### src/ppsh_pkg.sv
// Shared types, constants and helper functions of the parallel printer strobe handshake unit.
package ppsh_pkg;

  localparam int COUNT_WIDTH = 24;
  localparam int LIMIT_WIDTH = 24;
  localparam int WAIT_WIDTH  = 16;
  localparam int CFG_WIDTH   = 24;
  localparam int CMP_WIDTH   = ((COUNT_WIDTH > LIMIT_WIDTH) ? COUNT_WIDTH : LIMIT_WIDTH) + 1;

  localparam logic [COUNT_WIDTH-1:0] CNT_MAX = {COUNT_WIDTH{1'b1}};

  localparam logic [23:0] LIMIT_RESET = 24'd1000;
  localparam logic [15:0] WAIT_RESET  = 16'd0;

  localparam logic [1:0] REG_POLL_LIMIT  = 2'd0;
  localparam logic [1:0] REG_STROBE_WAIT = 2'd1;
  localparam logic [1:0] REG_ABORT       = 2'd2;

  localparam logic [2:0] PH_IDLE    = 3'd0;
  localparam logic [2:0] PH_POLL    = 3'd1;
  localparam logic [2:0] PH_SETUP   = 3'd2;
  localparam logic [2:0] PH_STROBE  = 3'd3;
  localparam logic [2:0] PH_RELEASE = 3'd4;

  localparam logic [2:0] OUT_NONE    = 3'd0;
  localparam logic [2:0] OUT_OK      = 3'd1;
  localparam logic [2:0] OUT_TIMEOUT = 3'd2;
  localparam logic [2:0] OUT_PAPER   = 3'd3;
  localparam logic [2:0] OUT_OFFLINE = 3'd4;
  localparam logic [2:0] OUT_ERROR   = 3'd5;

  localparam int ST_NOT_BUSY  = 7;
  localparam int ST_PAPER_OUT = 5;
  localparam int ST_SELECTED  = 4;
  localparam int ST_NOT_ERROR = 3;

  typedef struct packed {
    logic                   abort_on_fault;
    logic [WAIT_WIDTH-1:0]  strobe_wait;
    logic [LIMIT_WIDTH-1:0] ready_poll_limit;
  } cfg_t;

  typedef struct packed {
    logic [7:0] status_lines;
    logic [7:0] data_byte;
    logic       func;
  } item_t;

  typedef struct packed {
    logic       abort_request;
    logic [2:0] outcome;
    logic       idle_out;
    logic       strobe_out;
    logic [7:0] data_lines;
  } result_t;

  function automatic logic [COUNT_WIDTH-1:0] eff_limit(input logic [LIMIT_WIDTH-1:0] lim);
    logic [CMP_WIDTH-1:0] l;
    logic [COUNT_WIDTH-1:0] r;
    l = CMP_WIDTH'(lim);
    if (l == '0) begin
      r = COUNT_WIDTH'(1);
    end else if (l > CMP_WIDTH'(CNT_MAX)) begin
      r = CNT_MAX;
    end else begin
      r = l[COUNT_WIDTH-1:0];
    end
    return r;
  endfunction

  function automatic logic [COUNT_WIDTH-1:0] eff_wait(input logic [WAIT_WIDTH-1:0] w);
    logic [CMP_WIDTH-1:0] x;
    logic [CMP_WIDTH-1:0] top;
    logic [COUNT_WIDTH-1:0] r;
    x   = CMP_WIDTH'(w);
    top = CMP_WIDTH'(CNT_MAX) - CMP_WIDTH'(1);
    if (x > top) begin
      r = top[COUNT_WIDTH-1:0];
    end else begin
      r = x[COUNT_WIDTH-1:0];
    end
    return r;
  endfunction

endpackage

### src/ppsh_cfg_regs.sv
// Configuration register bank of the parallel printer strobe handshake unit.
module ppsh_cfg_regs
  import ppsh_pkg::*;
(
  input  logic                 clk,
  input  logic                 rst,
  input  logic                 cfg_we,
  input  logic [1:0]           cfg_index,
  input  logic [CFG_WIDTH-1:0] cfg_data,
  output cfg_t                 cfg
);

  always_ff @(posedge clk) begin
    if (rst) begin
      cfg.ready_poll_limit <= LIMIT_RESET;
      cfg.strobe_wait      <= WAIT_RESET;
      cfg.abort_on_fault   <= 1'b0;
    end else if (cfg_we) begin
      case (cfg_index)
        REG_POLL_LIMIT:  cfg.ready_poll_limit <= cfg_data[LIMIT_WIDTH-1:0];
        REG_STROBE_WAIT: cfg.strobe_wait      <= cfg_data[WAIT_WIDTH-1:0];
        REG_ABORT:       cfg.abort_on_fault   <= cfg_data[0];
        default: begin
        end
      endcase
    end
  end

endmodule

### src/ppsh_step.sv
// Next-state and result logic for one tick of the printer handshake.
module ppsh_step
  import ppsh_pkg::*;
(
  input  item_t                   item,
  input  cfg_t                    cfg,
  input  logic [2:0]              phase,
  input  logic [COUNT_WIDTH-1:0]  tick_counter,
  input  logic [7:0]              held_byte,
  output logic [2:0]              phase_next,
  output logic [COUNT_WIDTH-1:0]  tick_counter_next,
  output logic [7:0]              held_byte_next,
  output result_t                 result
);

  logic [COUNT_WIDTH-1:0] lim_eff;
  logic [COUNT_WIDTH-1:0] wait_eff;
  logic [2:0]             phase_start;
  logic [COUNT_WIDTH-1:0] tick_start;
  logic [COUNT_WIDTH:0]   poll_cnt;
  logic [COUNT_WIDTH-1:0] tick_inc;
  logic                   strobe;
  logic [2:0]             outcome;

  assign lim_eff  = eff_limit(cfg.ready_poll_limit);
  assign wait_eff = eff_wait(cfg.strobe_wait);

  always_comb begin
    if (phase == PH_IDLE && item.func) begin
      phase_start    = PH_POLL;
      tick_start     = '0;
      held_byte_next = item.data_byte;
    end else begin
      phase_start    = phase;
      tick_start     = tick_counter;
      held_byte_next = held_byte;
    end
  end

  assign poll_cnt = {1'b0, tick_start} + (COUNT_WIDTH+1)'(1);
  assign tick_inc = tick_start + COUNT_WIDTH'(1);

  always_comb begin
    phase_next        = phase_start;
    tick_counter_next = tick_start;
    strobe            = 1'b0;
    outcome           = OUT_NONE;
    case (phase_start)
      PH_POLL: begin
        if (poll_cnt >= {1'b0, lim_eff}) begin
          outcome           = OUT_TIMEOUT;
          phase_next        = PH_IDLE;
          tick_counter_next = '0;
        end else if (item.status_lines[ST_NOT_BUSY]) begin
          phase_next        = (wait_eff == '0) ? PH_STROBE : PH_SETUP;
          tick_counter_next = '0;
        end else begin
          tick_counter_next = poll_cnt[COUNT_WIDTH-1:0];
        end
      end
      PH_SETUP: begin
        if (tick_inc >= wait_eff) begin
          phase_next        = PH_STROBE;
          tick_counter_next = '0;
        end else begin
          tick_counter_next = tick_inc;
        end
      end
      PH_STROBE: begin
        strobe = 1'b1;
        if ({1'b0, tick_inc} >= ({1'b0, wait_eff} + (COUNT_WIDTH+1)'(1))) begin
          phase_next        = PH_RELEASE;
          tick_counter_next = '0;
        end else begin
          tick_counter_next = tick_inc;
        end
      end
      PH_RELEASE: begin
        if (item.status_lines[ST_PAPER_OUT]) begin
          outcome = OUT_PAPER;
        end else if (!item.status_lines[ST_SELECTED]) begin
          outcome = OUT_OFFLINE;
        end else if (!item.status_lines[ST_NOT_ERROR]) begin
          outcome = OUT_ERROR;
        end else begin
          outcome = OUT_OK;
        end
        phase_next        = PH_IDLE;
        tick_counter_next = '0;
      end
      default: begin
        phase_next        = PH_IDLE;
        tick_counter_next = '0;
      end
    endcase
  end

  always_comb begin
    result.data_lines    = held_byte_next;
    result.strobe_out    = strobe;
    result.idle_out      = (phase_next == PH_IDLE);
    result.outcome       = outcome;
    result.abort_request = cfg.abort_on_fault &&
                           (outcome == OUT_PAPER || outcome == OUT_OFFLINE ||
                            outcome == OUT_ERROR);
  end

endmodule

### src/parallel_printer_strobe_handshake_unit.sv
// Top level of the parallel printer strobe handshake unit: stream ports and pipeline registers.
// An accepted item is registered in the input register, then its result in the result register.
// Throughput: one item per cycle; the input register feeds the step logic and the result
// register, and a full result register only stalls the input when the consumer holds off.
// Reset (rst, synchronous): pipeline empty, phase idle, counter and held byte zero,
// registers back to poll limit 1000, strobe wait 0 and abort disabled.
module parallel_printer_strobe_handshake_unit
  import ppsh_pkg::*;
(
  input  logic                 clk,
  input  logic                 rst,
  input  logic                 s_axis_tvalid,
  output logic                 s_axis_tready,
  input  logic [15:0]          s_axis_tdata,  // data_byte [7:0], status_lines [15:8]
  input  logic                 s_axis_tuser,  // func [0]
  output logic                 m_axis_tvalid,
  input  logic                 m_axis_tready,
  output logic [15:0]          m_axis_tdata,  // data_lines [7:0], strobe_out [8],
                                              // idle_out [9], outcome [12:10],
                                              // abort_request [13], zero [15:14]
  input  logic                 cfg_we,
  input  logic [1:0]           cfg_index,
  input  logic [CFG_WIDTH-1:0] cfg_data
);

  cfg_t                   cfg;
  logic                   in_valid;
  item_t                  in_item;
  logic                   out_valid;
  result_t                out_result;
  logic                   adv;
  logic [2:0]             phase;
  logic [2:0]             phase_next;
  logic [COUNT_WIDTH-1:0] tick_counter;
  logic [COUNT_WIDTH-1:0] tick_counter_next;
  logic [7:0]             held_byte;
  logic [7:0]             held_byte_next;
  result_t                result_next;

  ppsh_cfg_regs u_cfg (
    .clk       (clk),
    .rst       (rst),
    .cfg_we    (cfg_we),
    .cfg_index (cfg_index),
    .cfg_data  (cfg_data),
    .cfg       (cfg)
  );

  ppsh_step u_step (
    .item              (in_item),
    .cfg               (cfg),
    .phase             (phase),
    .tick_counter      (tick_counter),
    .held_byte         (held_byte),
    .phase_next        (phase_next),
    .tick_counter_next (tick_counter_next),
    .held_byte_next    (held_byte_next),
    .result            (result_next)
  );

  assign adv           = in_valid && (!out_valid || m_axis_tready);
  assign s_axis_tready = !in_valid || adv;
  assign m_axis_tvalid = out_valid;
  assign m_axis_tdata  = {2'b00, out_result};

  always_ff @(posedge clk) begin
    if (rst) begin
      in_valid <= 1'b0;
    end else if (s_axis_tvalid && s_axis_tready) begin
      in_valid <= 1'b1;
    end else if (adv) begin
      in_valid <= 1'b0;
    end
  end

  always_ff @(posedge clk) begin
    if (s_axis_tvalid && s_axis_tready) begin
      in_item.func         <= s_axis_tuser;
      in_item.data_byte    <= s_axis_tdata[7:0];
      in_item.status_lines <= s_axis_tdata[15:8];
    end
  end

  always_ff @(posedge clk) begin
    if (rst) begin
      out_valid    <= 1'b0;
      phase        <= PH_IDLE;
      tick_counter <= '0;
      held_byte    <= '0;
    end else if (adv) begin
      out_valid    <= 1'b1;
      phase        <= phase_next;
      tick_counter <= tick_counter_next;
      held_byte    <= held_byte_next;
    end else if (m_axis_tready) begin
      out_valid <= 1'b0;
    end
  end

  always_ff @(posedge clk) begin
    if (adv) begin
      out_result <= result_next;
    end
  end

`ifndef ASSERT_OFF
  a_release_returns_idle: assert property (@(posedge clk) disable iff (rst)
    adv && phase == PH_RELEASE |=> phase == PH_IDLE)
    else $error("release tick did not return the handshake to idle");

  a_outcome_ends_send: assert property (@(posedge clk) disable iff (rst)
    out_valid && out_result.outcome != OUT_NONE |-> out_result.idle_out && !out_result.strobe_out)
    else $error("outcome reported while a send is still running");

  a_abort_needs_fault: assert property (@(posedge clk) disable iff (rst)
    out_valid && out_result.abort_request |-> cfg.abort_on_fault &&
      (out_result.outcome == OUT_PAPER || out_result.outcome == OUT_OFFLINE ||
       out_result.outcome == OUT_ERROR))
    else $error("abort request without an enabled fault outcome");

  a_state_holds_on_stall: assert property (@(posedge clk) disable iff (rst)
    !adv |=> $stable(phase) && $stable(tick_counter) && $stable(held_byte))
    else $error("handshake state changed without an item being processed");
`endif

endmodule

### config.mk
export PLATFORM = sky130hd
export DESIGN_NAME = parallel_printer_strobe_handshake_unit
export DESIGN_NICKNAME = d
export VERILOG_FILES = /design/src/ppsh_pkg.sv /design/src/ppsh_cfg_regs.sv /design/src/ppsh_step.sv /design/src/parallel_printer_strobe_handshake_unit.sv
export SDC_FILE = /design/constraint.sdc
export NUM_CORES = 1
export LEC_CHECK = 0
export ABC_AREA = 1
export BUFFER_PORTS_ARGS = -buffer_cell sky130_fd_sc_hd__clkbuf_2
export CAP_MARGIN = 20
export CORE_ASPECT_RATIO = 1.2
export CORE_MARGIN = 8
export CORE_UTILIZATION = 30
export CTS_CLUSTER_DIAMETER = 30
export DETAILED_ROUTE_END_ITERATION = 16
export RECOVER_POWER = 50
export SETUP_SLACK_MARGIN = 0.2
export SLEW_MARGIN = 5
export SYNTH_ARGS = -nofsm -noshare
export SYNTH_HDL_FRONTEND = slang
export SYNTH_SLANG_ARGS = --single-unit
### constraint.sdc
create_clock -name clk -period 4 [get_ports clk]
set_input_delay 0.4 -clock clk [delete_from_list [all_inputs] [get_ports clk]]
set_output_delay 0.4 -clock clk [all_outputs]
set_load 0.03 [all_outputs]
==> flow_metrics.tcl, run 1 <==
set metrics [dict create \
    fillers 2488 \
    dp.cells 1283 \
    hold_buffers 0 \
    viasPerCell 4.75 \
    die_area_um2 28500 \
    io_pins 66 \
    yosysWarnings 0 \
    cpMostUsedCell "nor2_2" \
    total_power_uw 2530 \
    synthXorXnorAreaFrac_pct 3.36 \
    finalCritPeriodShare_pct 93.2 \
    num_rows 61 \
    min_path_type "in -> reg" \
    fin_skew_ps 13.2 \
    drt_wl_total_mm 19.4 \
    first_pass_iters 5 \
    drc 0 \
    die_y_um 183 \
    crit_type "reg -> reg" \
    finalHoldViolCount 0 \
    core_um2 23000 \
    syn_area_um2 6990 \
    setup_viol 0 \
    wl_per_cell_um 14.7 \
    outcome "finished, final reports clean" \
    tightest_slew_ps 920 \
    drv_slew 0 \
    maxSlewHeadroom_pct 38.6 \
    clockRootBuffer "clkbuf_16" \
    crit_family "simple AND/OR/NAND/NOR gates" \
    ys_types 56 \
    ys.flop_type "dfxtp_1" \
    antenna_found_initial 0 \
    clock_sinks 105 \
    end_kind "register" \
    portBuffers 59 \
    crit_arrival_ps 3950 \
    synth-compound-area-share_pct 14.8 \
    synth-edff-count 27 \
    crit_fanout 8 \
    maxCapViolCount 0 \
    start_util_pct 30.3 \
    finalWeightedCongestion 0.854 \
    netlist_instances 920 \
    powerDensity_nw_per_um2 304 \
    antenna_left 0 \
    layout_min_cycle_time_ps 3730 \
    required_ps 4220 \
    syn_to_final_growth_pct 19.2 \
    muxShareOfSynthArea_pct 0 \
    seq_area_frac_synth_pct 33.9 \
    place_hpwl_mm 14.3 \
    grt_usage_pct 13.2 \
    finalSetupTns_ps 0 \
    ys_ff_latch 105 \
    grt_remaining_overflow 0 \
    layout.nets 1099 \
    grt_max_degree 46 \
    cts_made_buffers 9 \
    crit_buf_inv 5 \
    ctsHtreeMaxLevel 3 \
    synth_fa_ha_area_share_pct 9.31 \
    irDropWorstVdd_v 0.000239 \
    die_w_um 155 \
    grt_first_pass_wirelength_mm 30.1 \
    dr_total_vias 6263 \
    final_layout_size_suffix_gt1_share_pct 22.1 \
    avgSynthCellArea_um2 7.60 \
    cts_tree "done" \
    n_antenna_cell 0 \
    multiInputGateArea_um2 4090 \
    rsz0062_at_grt "true" \
    cts_buffer_depth 2 \
    final_cells 1319 \
    synth_top_family_by_area "simple AND/OR/NAND/NOR gates" \
    synth-simple-area-share_pct 28.3 \
    grt_pass1_vias 5926 \
    cp-start-kind "register" \
    async_flop_share_pct 0 \
    ff_latch_area_um2 2370 \
    crit_slowest_cell "edfxtp_1" \
    p_leak_uw 0.00362 \
    path_clk_slew_ps 70 \
    slowest_delay_ps 380 \
    clk_latency_ps 360 \
    fmax_mhz 268 \
    drt_iter0_markers 345 \
]
-- Yosys cell counts (all sizes together), types with 7 or more instances --
cell      n  share of area [%]
clkbuf   19                1.0
a21oi    90                7.5
xor2     21                2.6
nand2   178                 10
edfxtp   27                 12
nand3    88                8.7
dfxtp    78                 22
inv     134                7.2
buf      10                1.7
ha       52                9.3
o21ai    66                4.8
nor2     84                5.3
nand4    15                1.6
nor3     13                1.1
o211ai    7               0.75
-- layout make-up --
type                    count  share of cell area, %
clock buffers              11                   3.30
repair buffers             98                   7.82
flip-flops and latches    105                   28.5
inverters                 135                   6.17
multi-input cells         650                   49.0
clock inverters             5                  0.480
well taps                 315                   4.73
-- cells in the final DEF, fill, tap and decap left out, types with 4 or more instances in the layout --
cell         n
clkbuf_1    21
edfxtp_1    27
nor3_1      12
buf_4       30
ha_1        50
a21oi_2     22
nor2_1      56
o211ai_1     7
xor2_1      20
nand3_2     34
nor2_4       5
nand2_4      5
clkbuf_16   14
nor4_1       4
nand3b_1     4
a21oi_1     68
clkbuf_2    39
dfxtp_1     78
nand3_1     51
nor2_2      22
nand2_1    164
o21ai_0     61
inv_2        9
inv_1      122
nand2_2      9
nand4_1     14
-- logic make-up after synthesis --
logic type	count (synthesis)
AND/OR/NAND/NOR	391
other	1
AO/OA/AOI/OAI	179
adder cells (fa/ha/maj)	52
flip-flops	105
XOR/XNOR	26
buffers and inverters	166
-- worst paths after layout --
path | startpoint | end | slack, ps | cells after the start
hold / removal | s_axis_tdata[6] | in_item[7] | 220 | 1
setup reg to reg | in_item[0] | tick_counter[19] | 270 | 27
setup / recovery | in_item[0] | tick_counter[19] | 270 | 27
hold reg to reg | tick_counter[23] | tick_counter[23] | 470 | 2
-- timing repair --
item / CTS / global route
pin swaps: 1 / 19
cloned: 0 / 4
buffers inserted: 1 / 15
endpoints found under the setup margin: 25 / 28
gates resized for setup: 5 / 48
-- registers in the layout, summed over array words and instances, names as in the netlist --
name / count
m_axis_tdata: 14
held_byte: 8
m_axis_tvalid: 1
tick_counter: 24
phase: 3
in_valid: 1
u_cfg.cfg: 41
in_item: 13
-- worst reg2reg max path, delay by kind of cell (launching register included) --
kind | cells | cell delay (ps)
buffers and inverters | 5 | 620
and+or+nand+nor | 19 | 2100
adders and majority gates | 1 | 280
DFF | 1 | 380
AOI/OAI and AO/OA | 2 | 200
-- stage by stage --
stage	hold WS (ps)	util, %	area [um^2]	setup slack (ps)
after CTS	203	34.7	8000	221
after global placement	455	33.2	7660	147
after detailed placement	470	33.2	7660	91.6
after global routing	208	36.2	8330	39.3
final	220	36.2	8330	274
after floorplan	430	-	7020	224
-- report_power, final --
group	switching, uW	total (uW)	internal, uW
combinational	277	429	152
clock	435	941	506
sequential	24.7	1160	1140
total	736	2530	1800
-- routing by layer --
layer  share of wire, %  GRT usage (%)  vias up
met5                  0              0        -
met4                2.5           4.86        0
met3                4.6           2.94       30
met2                 47           22.4      138
met1                 46           16.2     2879
li1                   -              -     3216
(Power assumes the default switching activity.)
==> inputs of run 2 (changes only) <==
Settings changed: SYNTH_HIERARCHICAL set to 1.
==> run 2 against run 1 <==
Against the previous run:
- the flow now finishes with violations (capacitance limit, slew limit, setup timing)
- first-iteration DRC count is 35% higher
- final cell count is 23% higher
- synthesized cell count is 25% higher
- clock power is 4.9% lower
- hold slack hardly changed
- clock skew is 1.9 ps lower
- critical path type unchanged
- critical endpoint is now phase[0]
- highest routed layer unchanged
==> flow_metrics.tcl, run 2 <==
set metrics [dict create \
    syn_to_final_growth_pct 24.4 \
    crit_type "reg -> reg" \
    r2r_end "phase[0]" \
    grt_max_degree 72 \
    whs_path_depth 1 \
    final_layout_size_suffix_gt1_share_pct 23.0 \
    place_area_um2 8700 \
    cts_tree "done" \
    finalCritPeriodShare_pct 102 \
    end_kind "register" \
    crit_family "buffers and inverters" \
    setup_viol 22 \
    p_switching_uw 1020 \
    n_antenna_cell 0 \
    largest_register_ffs 41 \
    clk_latency_ps 360 \
    fmax_mhz 246 \
    required_ps 4260 \
    pre_cts_ws_ps -119 \
    first_pass_iters 5 \
    clockRootBuffer "clkbuf_16" \
    slowest_delay_ps 400 \
    die_area_um2 31600 \
    layout.nets 1385 \
    grt_first_pass_wirelength_mm 36.1 \
    design_area_um2 9760 \
    grt_usage_pct 14.1 \
    die_y_um 193 \
    top_register "u_cfg/cfg" \
    crit_fanout 6 \
    switching_share_pct 34.6 \
    maxCapViolCount 1 \
    final_util_pct 37.5 \
    fillers 2741 \
    crit_buf_inv 16 \
    cp-start-kind "register" \
    violations "capacitance limit, slew limit, setup timing" \
    cts_buffer_depth 2 \
    fin_skew_ps 11.3 \
    crit_arrival_ps 4320 \
    core_um2 26000 \
    dr_total_vias 7508 \
    total_power_uw 2960 \
    path_clk_slew_ps 80 \
    clkPwrFrac_pct 30.2 \
    netlist_instances 1150 \
    hp-start "s_axis_tdata[13]" \
    avgSynthCellArea_um2 6.83 \
    p_comb_share_pct 29.1 \
    die_w_um 164 \
    place_hpwl_mm 15.4 \
    num_rows 65 \
    viasPerCell 4.62 \
    pwr-share-seq_pct 40.7 \
    hold_buffers 0 \
    wl_per_cell_um 13.8 \
    outcome "finished with violations" \
    crit_slowest_cell "edfxtp_1" \
    antenna_left 0 \
    cts_made_buffers 9 \
    grt_pass1_vias 7210 \
    yosysWarnings 6 \
    min_path_type "in -> reg" \
    drc 0 \
    setup_ws_ps -65.1 \
    finalHoldViolCount 0 \
    hold_path_end "in_item[14]" \
    p_leak_uw 0.00465 \
    cpMostUsedCell "buf_4" \
    powerDensity_nw_per_um2 303 \
    start_util_pct 30.2 \
    r2r_slack_ps -70 \
    r2r-start "in_item[0]" \
    io_pins 66 \
    drt_iter0_markers 466 \
    irDropWorstVdd_v 0.000225 \
    antenna_found_initial 0 \
    final_cell_mix "nand2_1, inv_1, nor2_1" \
    drt_wl_total_mm 22.5 \
    layout_commonest_cell "nand2_1" \
    syn_area_um2 7850 \
    power.internal_uw 1940 \
    drv_slew 46 \
    tightest_slew_ps 1980 \
    maxSlewHeadroom_pct -31.9 \
    ctsHtreeMaxLevel 3 \
    grt_remaining_overflow 0 \
    rsz0062_at_grt "true" \
    portBuffers 59 \
    ff2ff_path_depth 32 \
    finalWeightedCongestion 0.881 \
    clock_sinks 105 \
    layout_min_cycle_time_ps 4070 \
    finalSetupTns_ps -509 \
]
## run 2: worst reg2reg max path: cells and delay by family, from the launching register on
| family | cells | cell delay (ps) |
|---|---|---|
| compound gates | 1 | 150 |
| buf+inv | 16 | 1980 |
| flops | 1 | 400 |
| simple gates | 15 | 1450 |
## run 2: metal layers
layer	vias to the layer above	track usage (%)	wire, um
li1	3899	-	-
met1	3407	17.5	10300
met2	166	23.4	10400
met3	36	2.23	1010
met4	0	6.17	738
met5	-	0	0
## run 2: layout make-up
cell class	count	area [um^2]	share of cell area (%)
clock buffers	9	225	2.31
flip-flops and latches	105	2370	24.3
repair buffers	174	1300	13.3
inverters	192	726	7.43
multi-input cells	802	4650	47.7
clock inverters	7	62.6	0.641
well taps	335	419	4.29
## run 2: power groups by stage
stage	clock [uW]	sequential [uW]	combinational, uW
6_report	895	1200	860
5_1_grt	965	1210	958
4_1_cts	931	1200	826
3_5_place_dp	0	1230	704
3_3_place_gp	0	1230	690
2_1_floorplan	0	1230	504
## run 2: what timing repair did
action | CTS | global route
pin swaps | 10 | 22
setup buffers | 32 | 8
cloned | 6 | 0
endpoints found under the setup margin | 28 | 29
resized for setup | 55 | 33
## run 2: worst max path at each step
stage          startpoint               end  slack, ps  cells past startpoint
2_1_floorplan  in_item[0]  tick_counter[22]        220                     36
3_3_place_gp   in_item[0]  tick_counter[21]        -50                     33
3_5_place_dp   in_item[0]  tick_counter[20]       -120                     33
4_1_cts        in_item[0]  tick_counter[20]         40                     34
5_1_grt        in_item[0]  tick_counter[10]       -280                     34
6_report       in_item[0]          phase[0]        -70                     32
## run 2: stage by stage
stage	std cells	hold WS, ps
floorplan	1151	429
global placement	1561	445
detailed placement	1562	449
CTS	1616	202
global route	1624	203
finish	1624	219
